<file path="src/hdl/tcbpa_pkg.sv">
// Shared types and constants for the two-class block pool allocator.
// Used by the pool module and the top level; no dependencies.
package tcbpa_pkg;

   localparam int SIZE_W = 16;
   localparam int HANDLE_W = 8;
   localparam int CSR_INDEX_W = 1;
   localparam int CSR_DATA_W = 16;

   localparam logic [SIZE_W-1:0] SMALL_MAX_RESET = 16'd15;
   localparam logic [SIZE_W-1:0] LARGE_MAX_RESET = 16'd180;

   typedef enum logic {
      OP_ALLOC = 1'b0,
      OP_FREE = 1'b1
   } opcode_type;

   typedef enum logic [1:0] {
      STATUS_OK = 2'd0,
      STATUS_EMPTY = 2'd1,
      STATUS_UNSUPPORTED = 2'd2,
      STATUS_IGNORED = 2'd3
   } status_type;

   typedef enum logic [CSR_INDEX_W-1:0] {
      CSR_SMALL_MAX = 1'b0,
      CSR_LARGE_MAX = 1'b1
   } csr_index_type;

   typedef struct packed {
      logic pop;
      logic push;
      logic [HANDLE_W-1:0] index;
   } pool_cmd_type;

endpackage

</file>
<file path="src/hdl/tcbpa_ram.sv">
// Generic single-write, single-read RAM with registered read data.
// No dependencies.
module tcbpa_ram #(
   parameter int WIDTH = 8,
   parameter int DEPTH = 128
) (
   input  logic                     clock,
   input  logic                     wr_en,
   input  logic [$clog2(DEPTH)-1:0] wr_addr,
   input  logic [WIDTH-1:0]         wr_data,
   input  logic                     rd_en,
   input  logic [$clog2(DEPTH)-1:0] rd_addr,
   output logic [WIDTH-1:0]         rd_data
);

   logic [WIDTH-1:0] mem_ff [DEPTH];
   logic [WIDTH-1:0] rd_data_ff;

   always_ff @(posedge clock) begin
      if (wr_en) begin
         mem_ff[wr_addr] <= wr_data;
      end
      if (rd_en) begin
         rd_data_ff <= mem_ff[rd_addr];
      end
   end

   assign rd_data = rd_data_ff;

endmodule

</file>
<file path="src/hdl/tcbpa_pool.sv">
// One LIFO free list: head, cached successor of the head and next-pointer RAM.
// Depends on tcbpa_pkg and tcbpa_ram.
module tcbpa_pool #(
   parameter int BLOCKS = 128
) (
   input  logic                      clock,
   input  logic                      reset,
   input  tcbpa_pkg::pool_cmd_type   cmd,
   output logic [$clog2(BLOCKS+1)-1:0] head,
   output logic                      empty
);
   import tcbpa_pkg::*;

   localparam int IDX_W = $clog2(BLOCKS + 1);
   localparam int ADDR_W = $clog2(BLOCKS);

   logic [IDX_W-1:0] head_ff, head_in;
   logic [IDX_W-1:0] nxt_ff, nxt_in;
   logic             pend_ff, pend_in;
   logic             pend_valid_ff, pend_valid_in;
   logic [IDX_W-1:0] pend_dflt_ff, pend_dflt_in;
   logic [BLOCKS-1:0] valid_ff, valid_in;

   logic [IDX_W-1:0]  nxt_cur;
   logic [IDX_W-1:0]  push_idx;
   logic [IDX_W-1:0]  nxt_minus;
   logic [IDX_W-1:0]  push_minus;
   logic [ADDR_W-1:0] rd_addr;
   logic [ADDR_W-1:0] wr_addr;
   logic [IDX_W-1:0]  rd_data;
   logic              rd_en;
   logic              wr_en;

   tcbpa_ram #(
      .WIDTH(IDX_W),
      .DEPTH(BLOCKS)
   ) u_next_ram (
      .clock  (clock),
      .wr_en  (wr_en),
      .wr_addr(wr_addr),
      .wr_data(head_ff),
      .rd_en  (rd_en),
      .rd_addr(rd_addr),
      .rd_data(rd_data)
   );

   always_comb begin
      nxt_cur = pend_ff ? (pend_valid_ff ? rd_data : pend_dflt_ff) : nxt_ff;
      push_idx = cmd.index[IDX_W-1:0];
      nxt_minus = nxt_cur - 1'b1;
      push_minus = push_idx - 1'b1;
      rd_addr = nxt_minus[ADDR_W-1:0];
      wr_addr = push_minus[ADDR_W-1:0];
      rd_en = cmd.pop && (nxt_cur != '0);
      wr_en = cmd.push;

      head_in = head_ff;
      nxt_in = nxt_cur;
      pend_in = 1'b0;
      pend_valid_in = pend_valid_ff;
      pend_dflt_in = pend_dflt_ff;
      valid_in = valid_ff;

      if (cmd.pop) begin
         head_in = nxt_cur;
         if (nxt_cur != '0) begin
            pend_in = 1'b1;
            pend_valid_in = valid_ff[rd_addr];
            pend_dflt_in = (nxt_cur < IDX_W'(BLOCKS)) ? nxt_cur + 1'b1 : '0;
         end else begin
            nxt_in = '0;
         end
      end else if (cmd.push) begin
         head_in = push_idx;
         nxt_in = head_ff;
         valid_in[wr_addr] = 1'b1;
      end
   end

   always_ff @(posedge clock) begin
      if (reset) begin
         head_ff <= IDX_W'(1);
         nxt_ff <= IDX_W'(2);
         pend_ff <= 1'b0;
         valid_ff <= '0;
      end else begin
         head_ff <= head_in;
         nxt_ff <= nxt_in;
         pend_ff <= pend_in;
         valid_ff <= valid_in;
      end
   end

   always_ff @(posedge clock) begin
      pend_valid_ff <= pend_valid_in;
      pend_dflt_ff <= pend_dflt_in;
   end

   assign head = head_ff;
   assign empty = (head_ff == '0);

endmodule

</file>
<file path="src/hdl/two_class_block_pool_allocator.sv">
// Top level of the two-class block pool allocator: request register, decode and result register.
// Depends on tcbpa_pkg and tcbpa_pool.

// A request is taken in every cycle in which start is high; busy never rises. Each request gives
// exactly one result, shown on the rsp_ ports with rsp_valid high for one cycle, after passing the
// request and result registers, a pool list being updated with the result. Each pool keeps its
// head and the head's successor in registers and refills the successor from its next-pointer RAM
// in the cycle after a pop, so back-to-back requests run at one per cycle. Entries not yet written
// since reset read as the initial in-order link, so the block is ready right after reset.
module two_class_block_pool_allocator #(
   parameter int SMALL_BLOCKS = 128,
   parameter int LARGE_BLOCKS = 64
) (
   input  logic                                 clock,
   input  logic                                 reset,
   input  logic                                 start,
   output logic                                 busy,
   input  logic                                 req_opcode,
   input  logic [tcbpa_pkg::SIZE_W-1:0]         req_request_size,
   input  logic [tcbpa_pkg::HANDLE_W-1:0]       req_free_handle,
   output logic                                 rsp_valid,
   output logic [tcbpa_pkg::HANDLE_W-1:0]       rsp_grant_handle,
   output logic [1:0]                           rsp_status,
   input  logic                                 csr_write_enable,
   input  logic [tcbpa_pkg::CSR_INDEX_W-1:0]    csr_index,
   input  logic [tcbpa_pkg::CSR_DATA_W-1:0]     csr_write_data
);
   import tcbpa_pkg::*;

   localparam int SIDX_W = $clog2(SMALL_BLOCKS + 1);
   localparam int LIDX_W = $clog2(LARGE_BLOCKS + 1);

   logic [SIZE_W-1:0]   small_max_ff;
   logic [SIZE_W-1:0]   large_max_ff;
   logic                req_valid_ff;
   opcode_type          opcode_ff;
   logic [SIZE_W-1:0]   size_ff;
   logic [HANDLE_W-1:0] handle_ff;
   logic                rsp_valid_ff;
   logic [HANDLE_W-1:0] grant_ff, grant_in;
   status_type          status_ff, status_in;

   pool_cmd_type      small_cmd, large_cmd;
   logic [SIDX_W-1:0] small_head;
   logic [LIDX_W-1:0] large_head;
   logic              small_empty, large_empty;

   tcbpa_pool #(.BLOCKS(SMALL_BLOCKS)) u_small_pool (
      .clock(clock),
      .reset(reset),
      .cmd  (small_cmd),
      .head (small_head),
      .empty(small_empty)
   );

   tcbpa_pool #(.BLOCKS(LARGE_BLOCKS)) u_large_pool (
      .clock(clock),
      .reset(reset),
      .cmd  (large_cmd),
      .head (large_head),
      .empty(large_empty)
   );

   always_ff @(posedge clock) begin
      if (reset) begin
         small_max_ff <= SMALL_MAX_RESET;
         large_max_ff <= LARGE_MAX_RESET;
      end else if (csr_write_enable) begin
         case (csr_index_type'(csr_index))
            CSR_SMALL_MAX: small_max_ff <= csr_write_data;
            CSR_LARGE_MAX: large_max_ff <= csr_write_data;
            default: ;
         endcase
      end
   end

   always_ff @(posedge clock) begin
      if (reset) begin
         req_valid_ff <= 1'b0;
         rsp_valid_ff <= 1'b0;
      end else begin
         req_valid_ff <= start;
         rsp_valid_ff <= req_valid_ff;
      end
   end

   always_ff @(posedge clock) begin
      opcode_ff <= opcode_type'(req_opcode);
      size_ff <= req_request_size;
      handle_ff <= req_free_handle;
      grant_ff <= grant_in;
      status_ff <= status_in;
   end

   always_comb begin
      small_cmd = '0;
      large_cmd = '0;
      grant_in = '0;
      status_in = STATUS_OK;
      if (opcode_ff == OP_ALLOC) begin
         if ((size_ff != '0) && (size_ff <= small_max_ff)) begin
            if (small_empty) begin
               status_in = STATUS_EMPTY;
            end else begin
               grant_in = HANDLE_W'(small_head);
               small_cmd.pop = req_valid_ff;
            end
         end else if ((size_ff > small_max_ff) && (size_ff <= large_max_ff)) begin
            if (large_empty) begin
               status_in = STATUS_EMPTY;
            end else begin
               grant_in = HANDLE_W'(SMALL_BLOCKS) + HANDLE_W'(large_head);
               large_cmd.pop = req_valid_ff;
            end
         end else begin
            status_in = STATUS_UNSUPPORTED;
         end
      end else begin
         if ((handle_ff != '0) && (handle_ff <= HANDLE_W'(SMALL_BLOCKS))) begin
            small_cmd.push = req_valid_ff;
            small_cmd.index = handle_ff;
         end else if ((handle_ff > HANDLE_W'(SMALL_BLOCKS)) &&
                      (handle_ff <= HANDLE_W'(SMALL_BLOCKS + LARGE_BLOCKS))) begin
            large_cmd.push = req_valid_ff;
            large_cmd.index = handle_ff - HANDLE_W'(SMALL_BLOCKS);
         end else begin
            status_in = STATUS_IGNORED;
         end
      end
   end

   assign busy = 1'b0;
   assign rsp_valid = rsp_valid_ff;
   assign rsp_grant_handle = grant_ff;
   assign rsp_status = status_ff;

`ifndef ASSERT_OFF
   a_result_follows_request: assert property (@(posedge clock) disable iff (reset)
      start |-> ##2 rsp_valid)
      else $error("accepted request produced no result");

   a_result_has_request: assert property (@(posedge clock) disable iff (reset)
      rsp_valid |-> $past(start, 2))
      else $error("result without a request");

   a_grant_only_when_ok: assert property (@(posedge clock) disable iff (reset)
      (rsp_valid && (rsp_status != STATUS_OK)) |-> (rsp_grant_handle == '0))
      else $error("handle granted with a failure status");

   a_no_pop_when_empty: assert property (@(posedge clock) disable iff (reset)
      !(small_cmd.pop && small_empty) && !(large_cmd.pop && large_empty))
      else $error("pop from an empty pool");

   a_single_pool_op: assert property (@(posedge clock) disable iff (reset)
      $countones({small_cmd.pop, small_cmd.push, large_cmd.pop, large_cmd.push}) <= 1)
      else $error("more than one pool updated by one request");
`endif

endmodule
</file>
<file path="config.mk">
export PLATFORM = sky130hd
export DESIGN_NAME = two_class_block_pool_allocator
export DESIGN_NICKNAME = d
export VERILOG_FILES = /design/src/hdl/tcbpa_pkg.sv /design/src/hdl/tcbpa_ram.sv /design/src/hdl/tcbpa_pool.sv /design/src/hdl/two_class_block_pool_allocator.sv
export SDC_FILE = /design/constraint.sdc
export NUM_CORES = 2
export LEC_CHECK = 0
export BUFFER_PORTS_ARGS = -buffer_cell sky130_fd_sc_hd__buf_4
export CAP_MARGIN = 20
export CELL_PAD_IN_SITES_DETAIL_PLACEMENT = 1
export CELL_PAD_IN_SITES_GLOBAL_PLACEMENT = 1
export CORE_MARGIN = 10
export CORE_UTILIZATION = 41
export CTS_CLUSTER_SIZE = 25
export DETAILED_ROUTE_END_ITERATION = 7
export GPL_TIMING_DRIVEN = 0
export PLACE_DENSITY_LB_ADDON = 0.3
export SETUP_SLACK_MARGIN = 0.5
export SYNTH_ARGS = -nofsm -noshare
export SYNTH_HDL_FRONTEND = slang
export SYNTH_SLANG_ARGS = --single-unit
export TNS_END_PERCENT = 10
</file>
<file path="constraint.sdc">
create_clock -name clock -period 5.45 [get_ports clock]
set_input_delay 0.2725 -clock clock [delete_from_list [all_inputs] [get_ports clock]]
set_output_delay 0.2725 -clock clock [all_outputs]
set_load 0.02 [all_outputs]
</file>
==> summary.md <==
| Metric | Value |
|---|---|
| Post-synth top area cell | `edfxtp_1` |
| Vias/cell | `5.90` |
| Max Fclk | `0.195 GHz` |
| EDFF count, synth | `1504` |
| Clock slew at reported path FFs | `0.06 ns` |
| Max Cap Viol | `0` |
| Synth top area share | `63.2%` |
| Worst Path Arrival | `around 5.7 ns` |
| HPWL Detailed | `approximately 150000 microns` |
| Die Wd | `438 microns` |
| Vias in the first global route | `about 44k` |
| Hold Violations, Final | `0` |
| Setup-failing EPs final | `0` |
| Worst hold path type | `in -> reg` |
| Cell Pwr Density | `369 nW/um^2` |
| Htree depth | `4` |
| Via count | `~42k` |
| Most frequent cells in the layout | `edfxtp_1, mux4_2, nand2_1` |
| Cell Area, Synth | `71500 sq um` |
| Final TNS setup | `0 ns` |
| Startpoint types | `register` |
| Leakage | `0.0270 uW` |
| Iteration-0 DRC Markers | `about 4.8k` |
| Slew Limit Fails | `0` |
| Worst Skew | `roughly 0.057 ns` |
| Asr flop ratio synth | `0%` |
| WL/cell | `~32 microns` |
| CP endpoint kind | `register` |
| CTS Root Cell | `clkbuf_16` |
| Top post-synthesis cells by area | `edfxtp_1, mux4_2, dfxtp_1` |
| CP Cell Sequence | `buf_6, mux2i_4, a21o_1, buf_6, buf_8, clkbuf_8, ha_1, clkbuf_8, or3_1, clkbuf_4, buf_4, o22ai_1, a211o_1, a311oi_4, a21oi_1, a32oi_2, a31oi_2, nor4_4` |
| Clk sink count | `1797` |
| Critical path required time | `about 6.0 ns` |
| Pre-antenna DRT Iters | `5` |
| Synthesized flop and latch total | `1797` |
| Syn. warnings | `0` |
| Peak supply drop | `356 uV` |
| Post-route ant nets | `0` |
| Largest net degree at the start of global routing | `90` |
| Layout Nets | `4689` |
| Most common cell after layout, fill and taps aside | `edfxtp_1` |
| CTS buffer count | `186` |
| DRC Markers | `0` |
| CP max stage delay | `0.44 ns` |
| Worst slew margin | `between 20% and 30%` |
| Post-route insts no fill | `roughly 7k` |
| Core area | `174000 sq um` |
| DP Cell Count | `6669` |
| Buffers and inverters on the worst path | `7` |
| Diodes inserted | `0` |
| Largest delay share family, worst path | `compound AO/OA/AOI/OAI gates` |
| CTS tree | `built` |
| Slowest CP cell | `nor4_4` |
| Die ar. | `~190000 sq um` |
| Tcrit/Tclk final | `94.2%` |
| Top_reg_cell synth | `edfxtp_1` |
| Register area share after synthesis | `between 70 and 80%` |
| FP Rows | `153` |
| PortBufs | `55` |
| Synthesized Nets | `4332` |
| Max Root-Sink Buffers | `3` |
| RSZ-0062 raised after global routing | `yes` |
| Cells after synthesis | `approximately 4.2k` |
| Clk Latency, worst-skew pair | `0.85 ns` |
| Overall track demand over capacity in global routing | `23.0%` |
| Classification of the worst setup path | `reg -> reg` |
| Initial antenna violation count | `0` |
| Total grt overflow | `0` |
| Critical Path Fanout Max | `10` |
| I/O Pins | `58` |
| Minimum clock period | `5.13 ns` |
| GPL Wtd Cong | `0.879` |
| Area Growth Syn to Fin | `17.9%` |
| Initial Util | `41.2%` |
| Status | `complete, no violations` |
| Share of cells above drive strength 1 | `25.8%` |
| Total Wirelength | `224000 microns` |
| Synth cell types | `76` |
| Synthesized area per cell | `16.8 sq um` |
| Worst Tran Pin Value | `approximately 1.2 ns` |
| Chip Height | `roughly 440 microns` |
| First-pass GRT wire length | `321000 microns` |
## cell families (layout without fill, tap and decap cells)
kind of cell | Yosys count | in the layout | synth area share, %
AOI/OAI and AO/OA | 520 | 520 | 4.81
adders and majority gates | 39 | 39 | 0.682
buffers and inverters | 360 | 881 | 2.18
DFF | 1797 | 1797 | 71.4
xor gates and xnor gates | 24 | 24 | 0.304
and+or+nand+nor | 995 | 995 | 5.87
other | 1 | 1 | 0.00524
muxes | 511 | 511 | 14.8
## synth_stat cells (all sizes together) (37+ instances only)
master     n
edfxtp  1504
mux4     435
nor2     422
nand2    365
dfxtp    293
a21oi    166
clkbuf   149
inv      114
o22ai    106
buf       97
mux2i     71
nand3     71
ha        39
o21ai     37
## layout make-up
cell class | count | area (sq um)
timing repair buffer | 169 | 2000
clock inverter | 92 | 1180
clock buffer | 260 | 5130
tap | 2325 | 2910
multi-input combinational | 2090 | 20300
fill | 16428 | 89300
inverter | 114 | 430
buffer | 246 | 1330
sequential | 1797 | 51100
## path summary, 6_finish.rpt
kind | startpoint | to | slack, ns | cells past startpoint
setup / recovery | u_small_pool.pend_valid_ff$_DFFE_PP_ | u_small_pool.u_next_ram.rd_data[4]$_DFFE_PP_ | 0.32 | 18
hold / removal | req_request_size[9] | size_ff[9]$_DFF_P_ | 0.06 | 2
setup reg to reg | u_small_pool.pend_valid_ff$_DFFE_PP_ | u_small_pool.u_next_ram.rd_data[4]$_DFFE_PP_ | 0.32 | 18
hold reg to reg | large_max_ff[15]$_SDFFE_PP0P_ | large_max_ff[15]$_SDFFE_PP0P_ | 0.46 | 2
## report_power, final
part / leakage, uW / internal [uW] / total [uW] / switching (uW)
sequential: 0.0159 / 14900 / 15100 / 122
clock: 0.00307 / 7620 / 13200 / 5560
combinational: 0.00800 / 1010 / 2880 / 1870
## flip-flops by register name (all words and copies together) (netlist names), 8 cells and up
| register | count |
|---|---|
| handle_ff | 8 |
| u_small_pool.valid_ff | 128 |
| size_ff | 16 |
| large_max_ff | 16 |
| u_small_pool.u_next_ram.mem_ff | 1024 |
| u_large_pool.valid_ff | 64 |
| u_large_pool.u_next_ram.mem_ff | 448 |
| u_small_pool.nxt_ff | 8 |
| u_small_pool.pend_dflt_ff | 8 |
| u_small_pool.head | 8 |
| u_small_pool.u_next_ram.rd_data | 8 |
| rsp_grant_handle | 8 |
| small_max_ff | 16 |
## worst register-to-register path, cell delays in order, from the launching register on
cell      delay, ns
edfxtp_1       0.38
buf_6          0.17
mux2i_4        0.20
a21o_1         0.20
buf_6          0.17
buf_8          0.20
clkbuf_8       0.23
ha_1           0.38
clkbuf_8       0.22
or3_1          0.13
clkbuf_4       0.22
buf_4          0.23
o22ai_1        0.11
a211o_1        0.31
a311oi_4       0.43
a21oi_1        0.15
a32oi_2        0.42
a31oi_2        0.28
nor4_4         0.44
## metrics by stage
| stage | util [%] | instance area [sq um] | hold slack (ns) | power [uW] | setup slack (ns) |
|---|---|---|---|---|---|
| 3_3_place_gp | 43.1 | 74800 | 0.377 | 17900 | -3.82 |
| 4_1_cts | 48.3 | 83800 | 0.000125 | 31200 | 0.202 |
| 6_report | 48.6 | 84300 | 0.0627 | 31100 | 0.318 |
| 2_1_floorplan | - | 71500 | 0.300 | 16700 | 1.24 |
| 3_5_place_dp | 43.6 | 75600 | 0.378 | 18000 | -2.64 |
| 5_1_grt | 48.6 | 84300 | 0.0316 | 31900 | 0.186 |
## metal layers
layer | vias up | global-route usage [%] | routed length, microns
met5 | - | 0 | 0
met4 | 0 | 9.50 | 9650
met3 | 419 | 3.79 | 14300
met2 | 1684 | 37.7 | 109000
met1 | 22312 | 30.3 | 90300
li1 | 17449 | - | -
## timing repair
item,in CTS,in global routing
hold endpoints to repair,58,0
setup endpoints to repair,1056,1349
hold buffers,50,0
pin swaps,18,7
setup buffers,12,7
gates cloned,0,0
resized for setup,347,96
No activity file was read; power rests on OpenSTA's default activity.
